--- src/hw/rtl/bba_pkg.sv ---
// ----------------------------------------------------------------------------
// bba_pkg
// Shared widths, reset values and codes of the block bump allocator.
// ----------------------------------------------------------------------------
package bba_pkg;

  localparam int unsigned NUM_BLOCKS_DEF  = 32;
  localparam int unsigned OFFSET_BITS_DEF = 26;

  localparam int unsigned SIZE_W   = 27;
  localparam int unsigned ALIGN_W  = 4;
  localparam int unsigned ID_W     = 5;
  localparam int unsigned OFF_W    = 26;
  localparam int unsigned STATUS_W = 2;

  localparam logic [SIZE_W-1:0] BLOCK_SIZE_RST = 27'd67108864;

  typedef logic [SIZE_W-1:0]   size_t;
  typedef logic [ALIGN_W-1:0]  align_t;
  typedef logic [ID_W-1:0]     block_id_t;
  typedef logic [OFF_W-1:0]    offset_t;
  typedef logic [STATUS_W-1:0] status_t;

  typedef enum logic {
    REQ_ALLOC = 1'b0,
    REQ_CLEAR = 1'b1
  } req_type_e;

  typedef enum logic [STATUS_W-1:0] {
    STATUS_OK       = 2'd0,
    STATUS_TOO_BIG  = 2'd1,
    STATUS_NO_BLOCK = 2'd2
  } status_e;

endpackage

--- src/hw/rtl/bba_if.sv ---
// ----------------------------------------------------------------------------
// bba_req_if / bba_rsp_if
// Valid/ready channels for allocator requests and results.
// ----------------------------------------------------------------------------
interface bba_req_if;
  import bba_pkg::*;

  logic   valid;
  logic   ready;
  logic   req_type;
  size_t  alloc_size;
  align_t align_log2;

  modport source (output valid, output req_type, output alloc_size, output align_log2,
                  input ready);
  modport sink   (input valid, input req_type, input alloc_size, input align_log2,
                  output ready);
endinterface

interface bba_rsp_if;
  import bba_pkg::*;

  logic      valid;
  logic      ready;
  block_id_t block_id;
  offset_t   offset;
  status_t   status;

  modport source (output valid, output block_id, output offset, output status,
                  input ready);
  modport sink   (input valid, input block_id, input offset, input status,
                  output ready);
endinterface

--- src/hw/rtl/block_bump_allocator_top.sv ---
// ----------------------------------------------------------------------------
// block_bump_allocator_top
// Bump allocator over a pool of equal blocks with a free stack and used list.
// ----------------------------------------------------------------------------
//
//  channel  dir  handshake     word
//  -------  ---  ------------  ------------------------------------------
//  req_i    in   valid/ready   req_type, alloc_size, align_log2
//  rsp_o    out  valid/ready   block_id, offset, status
//  cfg      in   cfg_we_i      cfg_wdata_i -> block_size (no read-back)
//
//  Steps: one shared adder/comparator steps an allocate through size check,
//  alignment and fit check; an oversized request ends after the size check. A
//  clear moves the used blocks back one at a time through the used-list read
//  port, alternating between S_CLR and S_CLW for each block.
//  Reset: asynchronous, active low; the free stack is preset by per-entry
//  valid bits, so no sweep is needed and req_i is ready right after reset.
//  Stalls: req_i is taken only in idle; a new word may be taken while the last
//  result waits on rsp_o, and the last step then holds until rsp_o drains.
// ----------------------------------------------------------------------------
module block_bump_allocator_top #(
  parameter int unsigned NUM_BLOCKS  = bba_pkg::NUM_BLOCKS_DEF,
  parameter int unsigned OFFSET_BITS = bba_pkg::OFFSET_BITS_DEF
) (
  input  logic                      clk_i,
  input  logic                      rst_ni,
  input  logic                      cfg_we_i,
  input  logic [bba_pkg::SIZE_W-1:0] cfg_wdata_i,
  bba_req_if.sink                   req_i,
  bba_rsp_if.source                 rsp_o
);
  import bba_pkg::*;

  localparam int unsigned IDX_W = (NUM_BLOCKS > 1) ? $clog2(NUM_BLOCKS) : 1;
  localparam int unsigned CNT_W = $clog2(NUM_BLOCKS + 1);
  // arithmetic width: holds size + mask and offsets up to 2^OFFSET_BITS
  localparam int unsigned AW = ((OFFSET_BITS + 1 > SIZE_W) ? OFFSET_BITS + 1 : SIZE_W) + 1;
  localparam logic [AW-1:0] CAP = AW'(1) << OFFSET_BITS;

  typedef enum logic [5:0] {
    S_IDLE = 6'b000001,
    S_CHK  = 6'b000010,
    S_ALN  = 6'b000100,
    S_FIT  = 6'b001000,
    S_CLR  = 6'b010000,
    S_CLW  = 6'b100000
  } state_e;

  state_e            state_q, state_d;
  size_t             block_size_q;
  size_t             size_q, size_d;
  align_t            alog_q, alog_d;
  logic [AW-1:0]     aligned_q, aligned_d;
  logic [AW-1:0]     bump_q, bump_d;
  logic              cur_valid_q, cur_valid_d;
  logic [IDX_W-1:0]  cur_block_q, cur_block_d;
  logic [CNT_W-1:0]  free_count_q, free_count_d;
  logic [CNT_W-1:0]  used_count_q, used_count_d;
  logic [CNT_W-1:0]  idx_q, idx_d;

  // stores
  logic [IDX_W-1:0]      fs_mem [NUM_BLOCKS];
  logic [NUM_BLOCKS-1:0] fs_valid_q;
  logic [IDX_W-1:0]      ul_mem [NUM_BLOCKS];
  logic [IDX_W-1:0]      fs_rdata_q, fs_ridx_q, ul_rdata_q;
  logic                  fs_rvalid_q;
  logic [IDX_W-1:0]      fs_raddr, pop_blk;
  logic                  fs_we, ul_we;

  // shared unit
  logic [AW-1:0] bs_ext, bs_eff, mask, op_a, op_b, sum;
  logic          over;

  // result
  logic          res_valid;
  block_id_t     res_id;
  offset_t       res_off;
  status_e       res_status;
  logic          out_free;
  logic          rsp_valid_q;
  block_id_t     rsp_id_q;
  offset_t       rsp_off_q;
  status_t       rsp_status_q;

  assign req_i.ready    = (state_q == S_IDLE);
  assign rsp_o.valid    = rsp_valid_q;
  assign rsp_o.block_id = rsp_id_q;
  assign rsp_o.offset   = rsp_off_q;
  assign rsp_o.status   = rsp_status_q;
  assign out_free       = !rsp_valid_q || rsp_o.ready;

  // block size clamps at 2^OFFSET_BITS
  assign bs_ext = AW'(block_size_q);
  assign bs_eff = (bs_ext > CAP) ? CAP : bs_ext;
  assign mask   = (AW'(1) << alog_q) - AW'(1);

  always_comb begin
    op_a = '0;
    op_b = '0;
    unique case (state_q)
      S_CHK: begin
        op_a = AW'(size_q);
        op_b = mask;
      end
      S_ALN: begin
        op_a = bump_q;
        op_b = mask;
      end
      S_FIT: begin
        op_a = aligned_q;
        op_b = AW'(size_q);
      end
      default: begin
        op_a = '0;
        op_b = '0;
      end
    endcase
  end

  assign sum  = op_a + op_b;
  assign over = sum > bs_eff;

  // top of free stack; entries never written read as their own index
  assign fs_raddr = IDX_W'(free_count_q - CNT_W'(1));
  assign pop_blk  = fs_rvalid_q ? fs_rdata_q : fs_ridx_q;

  always_comb begin
    state_d      = state_q;
    size_d       = size_q;
    alog_d       = alog_q;
    aligned_d    = aligned_q;
    bump_d       = bump_q;
    cur_valid_d  = cur_valid_q;
    cur_block_d  = cur_block_q;
    free_count_d = free_count_q;
    used_count_d = used_count_q;
    idx_d        = idx_q;
    res_valid    = 1'b0;
    res_id       = '0;
    res_off      = '0;
    res_status   = STATUS_OK;
    fs_we        = 1'b0;
    ul_we        = 1'b0;
    unique case (state_q)
      S_IDLE: begin
        if (req_i.valid) begin
          size_d  = req_i.alloc_size;
          alog_d  = req_i.align_log2;
          idx_d   = '0;
          state_d = (req_i.req_type == REQ_CLEAR) ? S_CLR : S_CHK;
        end
      end
      S_CHK: begin
        if (over) begin
          if (out_free) begin
            res_valid  = 1'b1;
            res_status = STATUS_TOO_BIG;
            state_d    = S_IDLE;
          end
        end else begin
          state_d = S_ALN;
        end
      end
      S_ALN: begin
        aligned_d = sum & ~mask;
        state_d   = S_FIT;
      end
      S_FIT: begin
        if (out_free) begin
          res_valid = 1'b1;
          state_d   = S_IDLE;
          if (cur_valid_q && !over && (aligned_q < CAP)) begin
            bump_d  = sum;
            res_id  = ID_W'(cur_block_q);
            res_off = OFF_W'(aligned_q);
          end else if (free_count_q == '0) begin
            res_status = STATUS_NO_BLOCK;
          end else begin
            // take a fresh block, allocation starts at offset 0
            ul_we        = 1'b1;
            cur_block_d  = pop_blk;
            cur_valid_d  = 1'b1;
            free_count_d = free_count_q - CNT_W'(1);
            used_count_d = used_count_q + CNT_W'(1);
            bump_d       = AW'(size_q);
            res_id       = ID_W'(pop_blk);
          end
        end
      end
      S_CLR: begin
        if (idx_q == used_count_q) begin
          if (out_free) begin
            res_valid    = 1'b1;
            used_count_d = '0;
            cur_valid_d  = 1'b0;
            bump_d       = '0;
            state_d      = S_IDLE;
          end
        end else begin
          state_d = S_CLW;
        end
      end
      S_CLW: begin
        fs_we        = 1'b1;
        free_count_d = free_count_q + CNT_W'(1);
        idx_d        = idx_q + CNT_W'(1);
        state_d      = S_CLR;
      end
      default: begin
        state_d = S_IDLE;
      end
    endcase
  end

  always_ff @(posedge clk_i or negedge rst_ni) begin
    if (!rst_ni) begin
      state_q      <= S_IDLE;
      block_size_q <= BLOCK_SIZE_RST;
      bump_q       <= '0;
      cur_valid_q  <= 1'b0;
      cur_block_q  <= '0;
      free_count_q <= CNT_W'(NUM_BLOCKS);
      used_count_q <= '0;
      idx_q        <= '0;
      fs_valid_q   <= '0;
      rsp_valid_q  <= 1'b0;
    end else begin
      state_q      <= state_d;
      bump_q       <= bump_d;
      cur_valid_q  <= cur_valid_d;
      cur_block_q  <= cur_block_d;
      free_count_q <= free_count_d;
      used_count_q <= used_count_d;
      idx_q        <= idx_d;
      if (cfg_we_i) begin
        block_size_q <= cfg_wdata_i;
      end
      if (fs_we) begin
        fs_valid_q[IDX_W'(free_count_q)] <= 1'b1;
      end
      if (res_valid) begin
        rsp_valid_q <= 1'b1;
      end else if (rsp_o.ready) begin
        rsp_valid_q <= 1'b0;
      end
    end
  end

  // payload registers
  always_ff @(posedge clk_i) begin
    size_q    <= size_d;
    alog_q    <= alog_d;
    aligned_q <= aligned_d;
    if (res_valid) begin
      rsp_id_q     <= res_id;
      rsp_off_q    <= res_off;
      rsp_status_q <= res_status;
    end
  end

  // free stack memory, registered read of the top entry
  always_ff @(posedge clk_i) begin
    if (fs_we) begin
      fs_mem[IDX_W'(free_count_q)] <= ul_rdata_q;
    end
    fs_rdata_q <= fs_mem[fs_raddr];
  end

  always_ff @(posedge clk_i) begin
    fs_rvalid_q <= fs_valid_q[fs_raddr];
    fs_ridx_q   <= fs_raddr;
  end

  // used list memory, read walks it during a clear
  always_ff @(posedge clk_i) begin
    if (ul_we) begin
      ul_mem[IDX_W'(used_count_q)] <= pop_blk;
    end
    ul_rdata_q <= ul_mem[IDX_W'(idx_q)];
  end

endmodule

--- src/flat_wrapper.sv ---
// flat-port wrapper written by rule: the top's interface ports become plain ports
module block_bump_allocator_top_flat import bba_pkg::*;
#(
  parameter int unsigned NUM_BLOCKS  = bba_pkg::NUM_BLOCKS_DEF,
  parameter int unsigned OFFSET_BITS = bba_pkg::OFFSET_BITS_DEF
)
  (clk_i, rst_ni, cfg_we_i, cfg_wdata_i, req_i_valid, req_i_req_type, req_i_alloc_size, req_i_align_log2, req_i_ready, rsp_o_valid, rsp_o_block_id, rsp_o_offset, rsp_o_status, rsp_o_ready);
  bba_req_if req_i_i ();
  bba_rsp_if rsp_o_i ();
  input  logic clk_i;
  input  logic rst_ni;
  input  logic cfg_we_i;
  input  logic [bba_pkg::SIZE_W-1:0] cfg_wdata_i;
  input wire logic [$bits(req_i_i.valid)-1:0] req_i_valid;
  input wire logic [$bits(req_i_i.req_type)-1:0] req_i_req_type;
  input wire logic [$bits(req_i_i.alloc_size)-1:0] req_i_alloc_size;
  input wire logic [$bits(req_i_i.align_log2)-1:0] req_i_align_log2;
  output wire logic [$bits(req_i_i.ready)-1:0] req_i_ready;
  output wire logic [$bits(rsp_o_i.valid)-1:0] rsp_o_valid;
  output wire logic [$bits(rsp_o_i.block_id)-1:0] rsp_o_block_id;
  output wire logic [$bits(rsp_o_i.offset)-1:0] rsp_o_offset;
  output wire logic [$bits(rsp_o_i.status)-1:0] rsp_o_status;
  input wire logic [$bits(rsp_o_i.ready)-1:0] rsp_o_ready;
  assign req_i_i.valid = req_i_valid;
  assign req_i_i.req_type = req_i_req_type;
  assign req_i_i.alloc_size = req_i_alloc_size;
  assign req_i_i.align_log2 = req_i_align_log2;
  assign req_i_ready = req_i_i.ready;
  assign rsp_o_valid = rsp_o_i.valid;
  assign rsp_o_block_id = rsp_o_i.block_id;
  assign rsp_o_offset = rsp_o_i.offset;
  assign rsp_o_status = rsp_o_i.status;
  assign rsp_o_i.ready = rsp_o_ready;
  block_bump_allocator_top #(.NUM_BLOCKS(NUM_BLOCKS), .OFFSET_BITS(OFFSET_BITS)) u_core (.clk_i(clk_i), .rst_ni(rst_ni), .cfg_we_i(cfg_we_i), .cfg_wdata_i(cfg_wdata_i), .req_i(req_i_i), .rsp_o(rsp_o_i));
endmodule
--- config.mk ---
export PLATFORM = sky130hd
export DESIGN_NAME = block_bump_allocator_top_flat
export DESIGN_NICKNAME = d
export VERILOG_FILES = /design/src/hw/rtl/bba_pkg.sv /design/src/hw/rtl/bba_if.sv /design/src/hw/rtl/block_bump_allocator_top.sv /design/src/flat_wrapper.sv
export SDC_FILE = /design/constraint.sdc
export NUM_CORES = 1
export LEC_CHECK = 0
export BUFFER_PORTS_ARGS = -buffer_cell sky130_fd_sc_hd__buf_4
export CORE_UTILIZATION = 60
export CTS_BUF_LIST = sky130_fd_sc_hd__clkbuf_16
export DETAILED_ROUTE_END_ITERATION = 16
export GPL_ROUTABILITY_DRIVEN = 0
export HOLD_SLACK_MARGIN = 0.02
export PLACE_DENSITY = 0.78
export SETUP_SLACK_MARGIN = 0.4
export SYNTH_ARGS = -nofsm -noshare
export SYNTH_HDL_FRONTEND = slang
export SYNTH_SLANG_ARGS = --single-unit
--- constraint.sdc ---
create_clock -name clk_i -period 8.1 [get_ports clk_i]
set_clock_uncertainty 0.2 [all_clocks]
set_input_delay 1.215 -clock clk_i [delete_from_list [all_inputs] [get_ports clk_i]]
set_output_delay 1.215 -clock clk_i [all_outputs]
set_load 0.03 [all_outputs]
* After elaboration in Yosys (flattened, before gate mapping) *
Memory sizes are Yosys's and may differ from the RTL's. A register that Yosys moved wholly into a read port is not among the register bits.
Index checks and enable logic that the tools add are counted.

cells by class
  add/sub/neg operators = 6
  bitwise gates (word level) = 5
  reductions and logical operators = 20
  shift operators = 1
  $lt $le $gt $ge = 6
  eq/ne operators = 14
  muxes and demuxes = 61

operators by type and width
  cell                   count
  $mux 28                5
  $pmux 28 s2            2
  $pmux 28 s3            1
  $mux 6                 13
  $pmux 6 s2             3
  $pmux 6 s6             1
  $or 32x32->32          1
  $add 28x28->28         1
  $and 28x28->28         1
  $gt 28x28->1           1
  $lt 28x27->1 const B   1
  $not 28->28            1
  $shl 1x4->28 const A   1
  $sub 28x2->28 const B  1
  $gt 27x27->1 const B   1
  $mux 27                1
  $mux 1                 22
  $mux 5                 4
  $add 6x1->6 const B    3
  $lt 5x6->1 const B     2
  $mux 2                 4
  $reduce_and 4->1       2
  $reduce_bool 2->1      4
  $eq 6x1->1 const B     1
  26 further kinds       36

word-level totals
  output and inout bits = 35
  input bits = 64
  memory bits (writable) = 320
  word-level logic and storage cells = 133
  flip-flop bits (word level) = 216
  memories = 2

memories
  name           words  width  rd ports  clocked after memory_dff  wr ports  line                            text
  u_core.fs_mem  32     5      1         1                         1         block_bump_allocator_top.sv:62  logic [IDX_W-1:0] fs_mem [NUM_BLOCKS];
  u_core.ul_mem  32     5      1         1                         1         block_bump_allocator_top.sv:64  logic [IDX_W-1:0] ul_mem [NUM_BLOCKS];

* Depth between registers and ports, before layout *
Gate-level depths: netlist (run 1).

  depth after elaboration = 13
  mapped depth = 31
  depth with buffers taken out = 26

* Worst setup path after synthesis (run 1) *
OpenSTA, ideal clock, no wires.

  kind = register to register
  start point = reg u_core.alog_q[2]
  end point = reg u_core.rsp_id_q[0] (netlist: u_core.rsp_o.block_id[0]), enable pin
  stages on the path, launching flop included = 27
  library setup time = 0.423 ns
  clock period less this slack = 7.309 ns
  path buffers = 2
  required time = 7.477 ns
  arrival = 6.686 ns
  path slack = 0.791 ns
  cells stage by stage = edfxtp_1 -> or2_2 -> clkbuf_1 -> nor3_1 -> inv_1 -> ha_1 -> clkbuf_1 -> nor3_1 -> mux2i_1 -> o2bb2ai_1 -> a22o_1 -> ha_1 -> a21o_1 -> a221oi_1 -> o21a_1 -> o21ai_0 -> a2111oi_0 -> nor3_1 -> ha_1 -> nand4_1 -> nor4_1 -> o21ai_0 -> o211ai_1 -> nand2_1 -> a21boi_0 -> nor2_1 -> nor2_1

between the ends
  word-level cells in the longest chain between the ends = 7

ends and longest elaborated chain
  element                 line                             text
  from (decl)             block_bump_allocator_top.sv:52   align_t alog_q, alog_d;
  from (signal assigned)  block_bump_allocator_top.sv:252  alog_q <= alog_d;
  $shl 1x4->28            block_bump_allocator_top.sv:95   assign mask = (AW'(1) << alog_q) - AW'(1);
  $sub 28x2->28           block_bump_allocator_top.sv:95
  $pmux 28 s2             block_bump_allocator_top.sv:100  unique case (state_q)
  $add 28x28->28          block_bump_allocator_top.sv:120  assign sum = op_a + op_b;
  $gt 28x28->1            block_bump_allocator_top.sv:121  assign over = sum > bs_eff;
  $mux 1                  block_bump_allocator_top.sv:154  if (over) begin
  $pmux 1 s3              block_bump_allocator_top.sv:144  unique case (state_q)
  via u_core.res_valid    block_bump_allocator_top.sv:75   logic res_valid;
  to (signal assigned)    block_bump_allocator_top.sv:255  rsp_id_q <= res_id;
  to (decl)               block_bump_allocator_top.sv:81   block_id_t rsp_id_q;

The timed path passes the listed nets, and every way through them passes these cells.
A chain may end at the register's enable or synchronous reset.

* Final worst setup path (run 1) *
  start point = reg u_core.alog_q[1]
  end point = mem u_core.ul_mem[4][3] (netlist name), enable pin

between the ends
  word-level cells in the longest chain between the ends = 13

ends and longest elaborated chain
  element                         line                             text
  $shl 1x4->28                    block_bump_allocator_top.sv:95
  $sub 28x2->28                   block_bump_allocator_top.sv:95
  $pmux 28 s2                     block_bump_allocator_top.sv:100
  $add 28x28->28                  block_bump_allocator_top.sv:120
  $gt 28x28->1                    block_bump_allocator_top.sv:121
  $logic_not 1->1                 block_bump_allocator_top.sv:172  if (cur_valid_q && !over && (aligned_q < CAP)) begin
  $logic_and 1x1->1 (2 in a row)  block_bump_allocator_top.sv:172
  $mux 1                          block_bump_allocator_top.sv:172
  $mux 1                          block_bump_allocator_top.sv:169  if (out_free) begin
  $mux 1                          block_bump_allocator_top.sv:144
  $mux 1                          block_bump_allocator_top.sv:276  if (ul_we) begin
  $mux 1 (implied by the code)    block_bump_allocator_top.sv:277  ul_mem[IDX_W'(used_count_q)] <= pop_blk;
  to (decl)                       block_bump_allocator_top.sv:64

Every way passes these cells.

==> flow_summary_export.csv, run 1 <==
group,metric,value,unit
status,status,"complete, no violations",
placement,port_buffers,98,
cells_and_area,fin_nets,1895,
die,die_w,205,microns
setup_path,crit_path_max_fanout,12,
clock_tree,cts_root_buffer,"clkbuf_16",
routing,route.vias.total,15200,
hold_path,hold_path_depth,1,
setup_path,end_kind,"flop",
logic_synthesis,async_flop_share,21.6,%
setup_path,critPathMaxStageDelay,0.55,ns
logic_synthesis,yosysTopAreaCellShare,49.9,%
sta,tightest_slew,1.20,ns
cells_and_area,area_growth,13.3,%
logic_synthesis,synthCells,1665,
sta,maxSlewViolCount,0,
logic_synthesis,synth_edf_count,412,
grt,overflow,0,
logic_synthesis,syn_area_per_cell,14.9,sq um
clock_tree,clk_pin_slew,0.06,ns
cells_and_area,layout_commonest_cell,"edfxtp_1",
clock_tree,ctsLongestPathBuffers,3,
routing,ant_nets,0,
setup_path,crit_top_cell,"ha_1",
logic_synthesis,ys.flop_type,"edfxtp_1",
sta,tns,0,ns
sta,post-route-period-util,90.2,%
run,cap_violations,0,
die,ios,99,
setup_path,r2r_end,"u_core.ul_mem[4][3]",
setup_path,crit_chain,"or2_2 > nor3_1 > inv_1 > ha_1 > nand2b_1 > a21boi_0 > o22ai_1 > a22o_1 > ha_1 > a21oi_1 > nand2_1 > a211oi_2 > nor2_1 > a31oi_1 > xnor2_1 > ha_1 > nand4_1 > nor4_1 > o21ai_0 > o211ai_1 > a21oi_4 > a21oi_4 > nand2_1 > nor2_1",
setup_path,critical_path_class,"reg2reg",
die,dieArea,42100,sq um
setup_path,crit_family,"compound AO/OA/AOI/OAI gates",
clock_tree,clkLatencyLatePin,0.61,ns
logic_synthesis,synthTopCellsByArea,"edfxtp_1 50%, dfrtp_1 12%, mux4_2 10%",
routing,drt-total-wl,58900,microns
sta,hold_violations,0,
clock_tree,clock-sinks,546,
grt,grt_pass1_wl,90400,microns
sta,layout_min_cycle_time,7.30,ns
setup_path,r2r_setup_slack,0.80,ns
grt,grt_use_total,28.9,%
placement,dp_hpwl,37800,microns
logic_synthesis,syn_nets,1794,
logic_synthesis,synth_seq_cells,546,
sta,max_freq,0.137,GHz
logic_synthesis,yosysSeqAreaShare,63.1,%
cells_and_area,drive_above_1_share,24.4,%
setup_path,worstPathArrival,7.33,ns
routing,via_per_inst,6.49,
clock_tree,cts_tree,"done",
setup_path,path_buf_inv,1,
logic_synthesis,synth-warning-count,0,
die,rows,74,
logic_synthesis,synth_area_leader_cell,"edfxtp_1",
power,peakVddDrop,0.274,mV
routing,drt_drc_violations_left,0,
sta,max_slew_margin,19.6,%
die,core_region_area,40800,sq um
logic_synthesis,synth.distinct_cells,69,
cells_and_area,final_cell_mix,"412 x edfxtp_1, 139 x buf_4, 113 x dfrtp_1",
hold_path,min_path_type,"reg2reg",
setup_path,ff2ff_path_depth,24,
cells_and_area,antenna_cells,0,
die,start_util,60.7,%
cells_and_area,fillers,2577,
sta,fin_hold_ws,0.260,ns
die,die_y,205,microns
sta,setup_viol,0,
routing,drtIter0Drc,1685,
power,p_per_area,271,nW/um^2
hold_path,min_to,"u_core.fs_valid_q[16]",
clock_tree,hold_buffers,0,
clock_tree,cts_max_level,2,
cells_and_area,regArea,15700,sq um
setup_path,critPathRequiredTime,8.13,ns
routing,post_drt_wl_per_cell,25.1,microns
setup_path,critPathSlowestCell,"edfxtp_1",
power,leakagePower,10.6,nW
routing,dr.pass1.iters,8,
grt,grt_pass1_vias,15400,
setup_path,timing.rr.start,"u_core.alog_q[1]",
grt,grt_max_degree,56,
logic_synthesis,synthesis.area,24800,sq um
clock_tree,cts-buffers-inserted,53,
hold_path,hp-start,"u_core.fs_valid_q[16]",
cells_and_area,multi_input_area,8660,sq um
grt,antenna_found_initial,0,
setup_path,start_kind,"flop",
sta,rsz0062_at_grt,"no",
power breakdown:
group	internal, W	switching, W	total [W]
Clock	0.00153	0.00105	0.00258
Sequential	0.00327	0.000195	0.00347
Combinational	0.000665	0.000884	0.00155
worst max path at each step:
stage | startpoint | to | slack [ns] | cells past startpoint
5_1_grt | u_core.alog_q[1] | u_core.ul_mem[1][3] | 0.41 | 25
4_1_cts | u_core.alog_q[1] | u_core.bump_q[9] | 0.54 | 24
3_3_place_gp | u_core.alog_q[1] | u_core.bump_q[26] | 0.59 | 25
2_1_floorplan | u_core.alog_q[2] | u_core.rsp_o.block_id[0] | 0.79 | 26
6_report | u_core.alog_q[1] | u_core.ul_mem[4][3] | 0.80 | 24
3_5_place_dp | u_core.alog_q[1] | u_core.bump_q[26] | 0.36 | 25
registers in the layout, indices dropped and copies added (netlist names), 6 cells and up:
name                 cells
u_core.aligned_q        28
u_core.block_size_q     27
u_core.bump_q           28
u_core.free_count_q      6
u_core.fs_mem          160
u_core.fs_valid_q       32
u_core.idx_q             6
u_core.rsp_o.offset     26
u_core.size_q           27
u_core.state_q           6
u_core.ul_mem          160
u_core.used_count_q      6
cell usage after synthesis, types with 35 or more instances:
cell type	count
or2_2	37
clkbuf_1	73
inv_1	48
and2_1	48
mux2_2	47
mux4_2	110
nor2_1	83
dfrtp_1	115
edfxtp_1	412
ha_1	64
nand2_1	82
o21ai_0	67
a21oi_1	35
kinds of logic (layout without fill, tap and decap cells):
| group | Yosys count | count (layout) | synth area share, % |
|---|---|---|---|
| xor+xnor | 45 | 45 | 1.59 |
| buf+inv | 146 | 290 | 2.34 |
| flops | 546 | 546 | 63.1 |
| fa+ha+maj | 65 | 65 | 3.31 |
| compound gates | 269 | 270 | 7.67 |
| simple gates | 409 | 409 | 8.69 |
| mux | 185 | 185 | 13.3 |
timing repair:
item	CTS	global route
resized for setup	1	9
setup buffers	0	9
setup endpoints to repair	26	258
pin swaps	1	3
gates cloned	1	0
stage by stage:
stage | total power [W] | area [sq um] | util, % | setup slack (ns) | std cells
final | 0.00759 | 28100 | 68.7 | 0.796 | 2342
after global placement | 0.00500 | 26100 | 63.9 | 0.586 | 2233
after global routing | 0.00785 | 28100 | 68.7 | 0.409 | 2342
after CTS | 0.00761 | 27900 | 68.4 | 0.543 | 2333
after floorplan | 0.00450 | 24800 | - | 0.791 | 1665
after detailed placement | 0.00504 | 26100 | 63.9 | 0.362 | 2233
cell type report:
class | instances | share of cell area, %
multi-input cells | 974 | 30.9
well taps | 532 | 2.37
repair buffers | 142 | 3.87
flip-flops and latches | 546 | 55.8
clock inverters | 45 | 1.67
clock buffers | 54 | 4.81
inverters | 49 | 0.655
layer usage:
| layer | GRT usage, % | wire [microns] | share of wire, % |
|---|---|---|---|
| met1 | 37.5 | 22500 | 38 |
| met2 | 49.2 | 29800 | 51 |
| met3 | 3.96 | 4010 | 6.8 |
| met4 | 12.2 | 2470 | 4.2 |
| met5 | 0 | 0 | 0 |
No activity file was read; power rests on OpenSTA's default activity.
==> run 2: changes to the inputs <==
==> constraint.sdc (replaced) <==
create_clock -name clk_i -period 8.2 [get_ports clk_i]
set_clock_uncertainty 0.2 [all_clocks]
set_input_delay 1.23 -clock clk_i [delete_from_list [all_inputs] [get_ports clk_i]]
set_output_delay 1.23 -clock clk_i [all_outputs]
set_load 0.03 [all_outputs]
==> flow_summary_export.csv, run 2 (synthesis results as in run 1) <==
group,metric,value,unit
power,switching_share,28.8,%
setup_path,crit_path_end,"u_core.rsp_o.offset[16]",
die,ios,99,
grt,grt_max_degree,63,
clock_tree,cts_root_buffer,"clkbuf_16",
clock_tree,clkLatencyLatePin,0.61,ns
setup_path,timing.rr.start,"u_core.alog_q[2]",
cells_and_area,final_cell_mix,"412 x edfxtp_1, 126 x buf_4, 113 x dfrtp_1",
power,p_int,0.00516,W
cells_and_area,regArea,15700,sq um
setup_path,crit_path_max_fanout,15,
die,die_w,205,microns
clock_tree,cts_max_level,2,
cells_and_area,drive_above_1_share,24.7,%
sta,layout_min_cycle_time,7.50,ns
routing,via_per_inst,6.53,
sta,max_slew_margin,17.9,%
power,netSwitchingPower,0.00209,W
setup_path,worstPathArrival,7.76,ns
setup_path,cp-startpoint,"u_core.alog_q[2]",
sta,post-route-period-util,91.5,%
power,sequentialPowerShare,47.3,%
power,p_clk_share,32.1,%
cells_and_area,top_regs,"u_core.fs_mem (160), u_core.ul_mem (160), u_core.fs_valid_q (32)",
cells_and_area,antenna_cells,0,
hold_path,min_path_type,"reg2reg",
grt,overflow,0,
status,status,"complete, no violations",
cells_and_area,fillers,2645,
die,die_y,205,microns
run,cap_violations,0,
sta,tightest_slew,1.23,ns
routing,ant_nets,0,
setup_path,end_kind,"flop",
sta,rsz0062_at_grt,"yes",
routing,drt_drc_violations_left,0,
cells_and_area,fin_nets,1880,
die,start_util,60.7,%
sta,maxSlewViolCount,0,
setup_path,r2r_end,"u_core.rsp_o.offset[16]",
power,comb_power_share,20.6,%
routing,route.vias.total,15200,
sta,max_freq,0.133,GHz
clock_tree,cts_tree,"done",
power,leakagePower,10.4,nW
grt,antenna_found_initial,0,
cells_and_area,layout_commonest_cell,"edfxtp_1",
setup_path,r2r_setup_slack,0.70,ns
setup_path,critical_path_class,"reg2reg",
die,dieArea,42100,sq um
cells_and_area,area_growth,12.2,%
power,peakVddDrop,0.182,mV
power,p_per_area,261,nW/um^2
grt,grt_use_total,28.3,%
setup_path,ff2ff_path_depth,26,
routing,drt-total-wl,57800,microns
setup_path,critPathRequiredTime,8.46,ns
cells_and_area,multi_input_area,8680,sq um
sta,setup_viol,0,
routing,dr.pass1.iters,6,
setup_path,start_kind,"flop",
power,finalPower,0.00725,W
cells_and_area,final_util,68.1,%
clock_tree,clock-sinks,546,
die,core_region_area,40800,sq um
grt,grt_pass1_wl,88900,microns
die,rows,74,
placement,port_buffers,98,
routing,post_drt_wl_per_cell,24.8,microns
sta,tns,0,ns
clock_tree,cts-buffers-inserted,53,
placement,dp_hpwl,37600,microns
clock_tree,clk_pin_slew,0.07,ns
clock_tree,ctsLongestPathBuffers,3,
grt,grt_pass1_vias,15100,
sta,hold_violations,0,
routing,drtIter0Drc,1819,
-- run 2: changes by cell type in the layout (fill, tap and decap cells not counted), moves of 2 or more --
| cell | change |
|---|---|
| clkinv_4 | +2 |
| nor3_2 | +2 |
| buf_4 | -13 |
| inv_1 | -3 |
| inv_6 | +5 |
| clkinvlp_4 | +2 |
| clkinv_2 | +11 |
| bufinv_16 | -7 |
| nor3_4 | +2 |
| nor3_1 | -4 |
| clkinv_1 | -8 |
-- run 2: how the worst min path moves through the flow --
stage	startpoint	to	slack, ns	cells past startpoint
2_1_floorplan	u_core.fs_valid_q[13]	u_core.fs_valid_q[13]	0.23	1
3_3_place_gp	u_core.fs_valid_q[0]	u_core.fs_valid_q[0]	0.24	1
3_5_place_dp	u_core.fs_valid_q[15]	u_core.fs_valid_q[15]	0.25	1
4_1_cts	u_core.fs_valid_q[30]	u_core.fs_valid_q[30]	0.27	1
5_1_grt	u_core.fs_valid_q[10]	u_core.fs_valid_q[10]	0.29	1
6_report	u_core.fs_valid_q[30]	u_core.fs_valid_q[30]	0.27	1
-- run 2: per-stage QoR --
stage	cell area, sq um	setup WS (ns)	instances	hold slack [ns]
after global routing	27800	0.329	2327	0.288
after global placement	26100	0.756	2226	0.244
after floorplan	24800	0.891	1665	0.234
final	27800	0.699	2327	0.269
after CTS	27700	0.426	2325	0.267
after detailed placement	26100	0.475	2226	0.248
-- run 2: power groups by stage --
stage               registers (W)  clock network (W)  logic [W]
finish                    0.00343            0.00233    0.00149
global route              0.00345            0.00245    0.00159
CTS                       0.00343            0.00236    0.00149
detailed placement        0.00348                  0    0.00148
global placement          0.00347                  0    0.00144
floorplan                 0.00340                  0    0.00104
-- run 2: final cells by class --
class | count | share of cell area [%]
Clock buffer | 53 | 4.77
Multi-Input combinational cell | 973 | 31.2
Timing Repair Buffer | 128 | 3.51
Clock inverter | 46 | 1.20
Tap cell | 532 | 2.39
Inverter | 49 | 0.661
Sequential cell | 546 | 56.3
-- run 2: timing repair --
item                                    4_1_cts  5_1_grt
endpoints found under the setup margin        0      265
buffers inserted                              0        2
resized for setup                             0       15
hold buffers                                  0        0
-- run 2: layer usage --
metal | share of wire (%) | global-route usage, % | vias to the layer above
met5 | 0 | 0 | -
met4 | 3.6 | 10.0 | 0
met3 | 7.5 | 4.53 | 143
met2 | 51 | 47.6 | 793
met1 | 38 | 37.8 | 7597
li1 | - | - | 6652
-- run 2: worst max-delay path, cell delays in order, from the launching register on --
cell       delay (ns)
edfxtp_1         0.59
or2_2            0.46
nor3_1           0.25
inv_1            0.11
ha_1             0.32
nand2b_1         0.23
nor2_1           0.06
a31oi_1          0.17
o22ai_1          0.15
a22o_1           0.23
ha_1             0.40
a21oi_1          0.30
o21ai_0          0.20
o2bb2ai_1        0.23
o221ai_1         0.28
o21a_1           0.33
o211ai_1         0.26
ha_1             0.30
a211oi_1         0.30
o21ai_0          0.16
a211oi_1         0.19
o211ai_1         0.16
a21oi_2          0.44
nand2_1          0.33
nor3_2           0.25
buf_4            0.26
and2_1           0.19
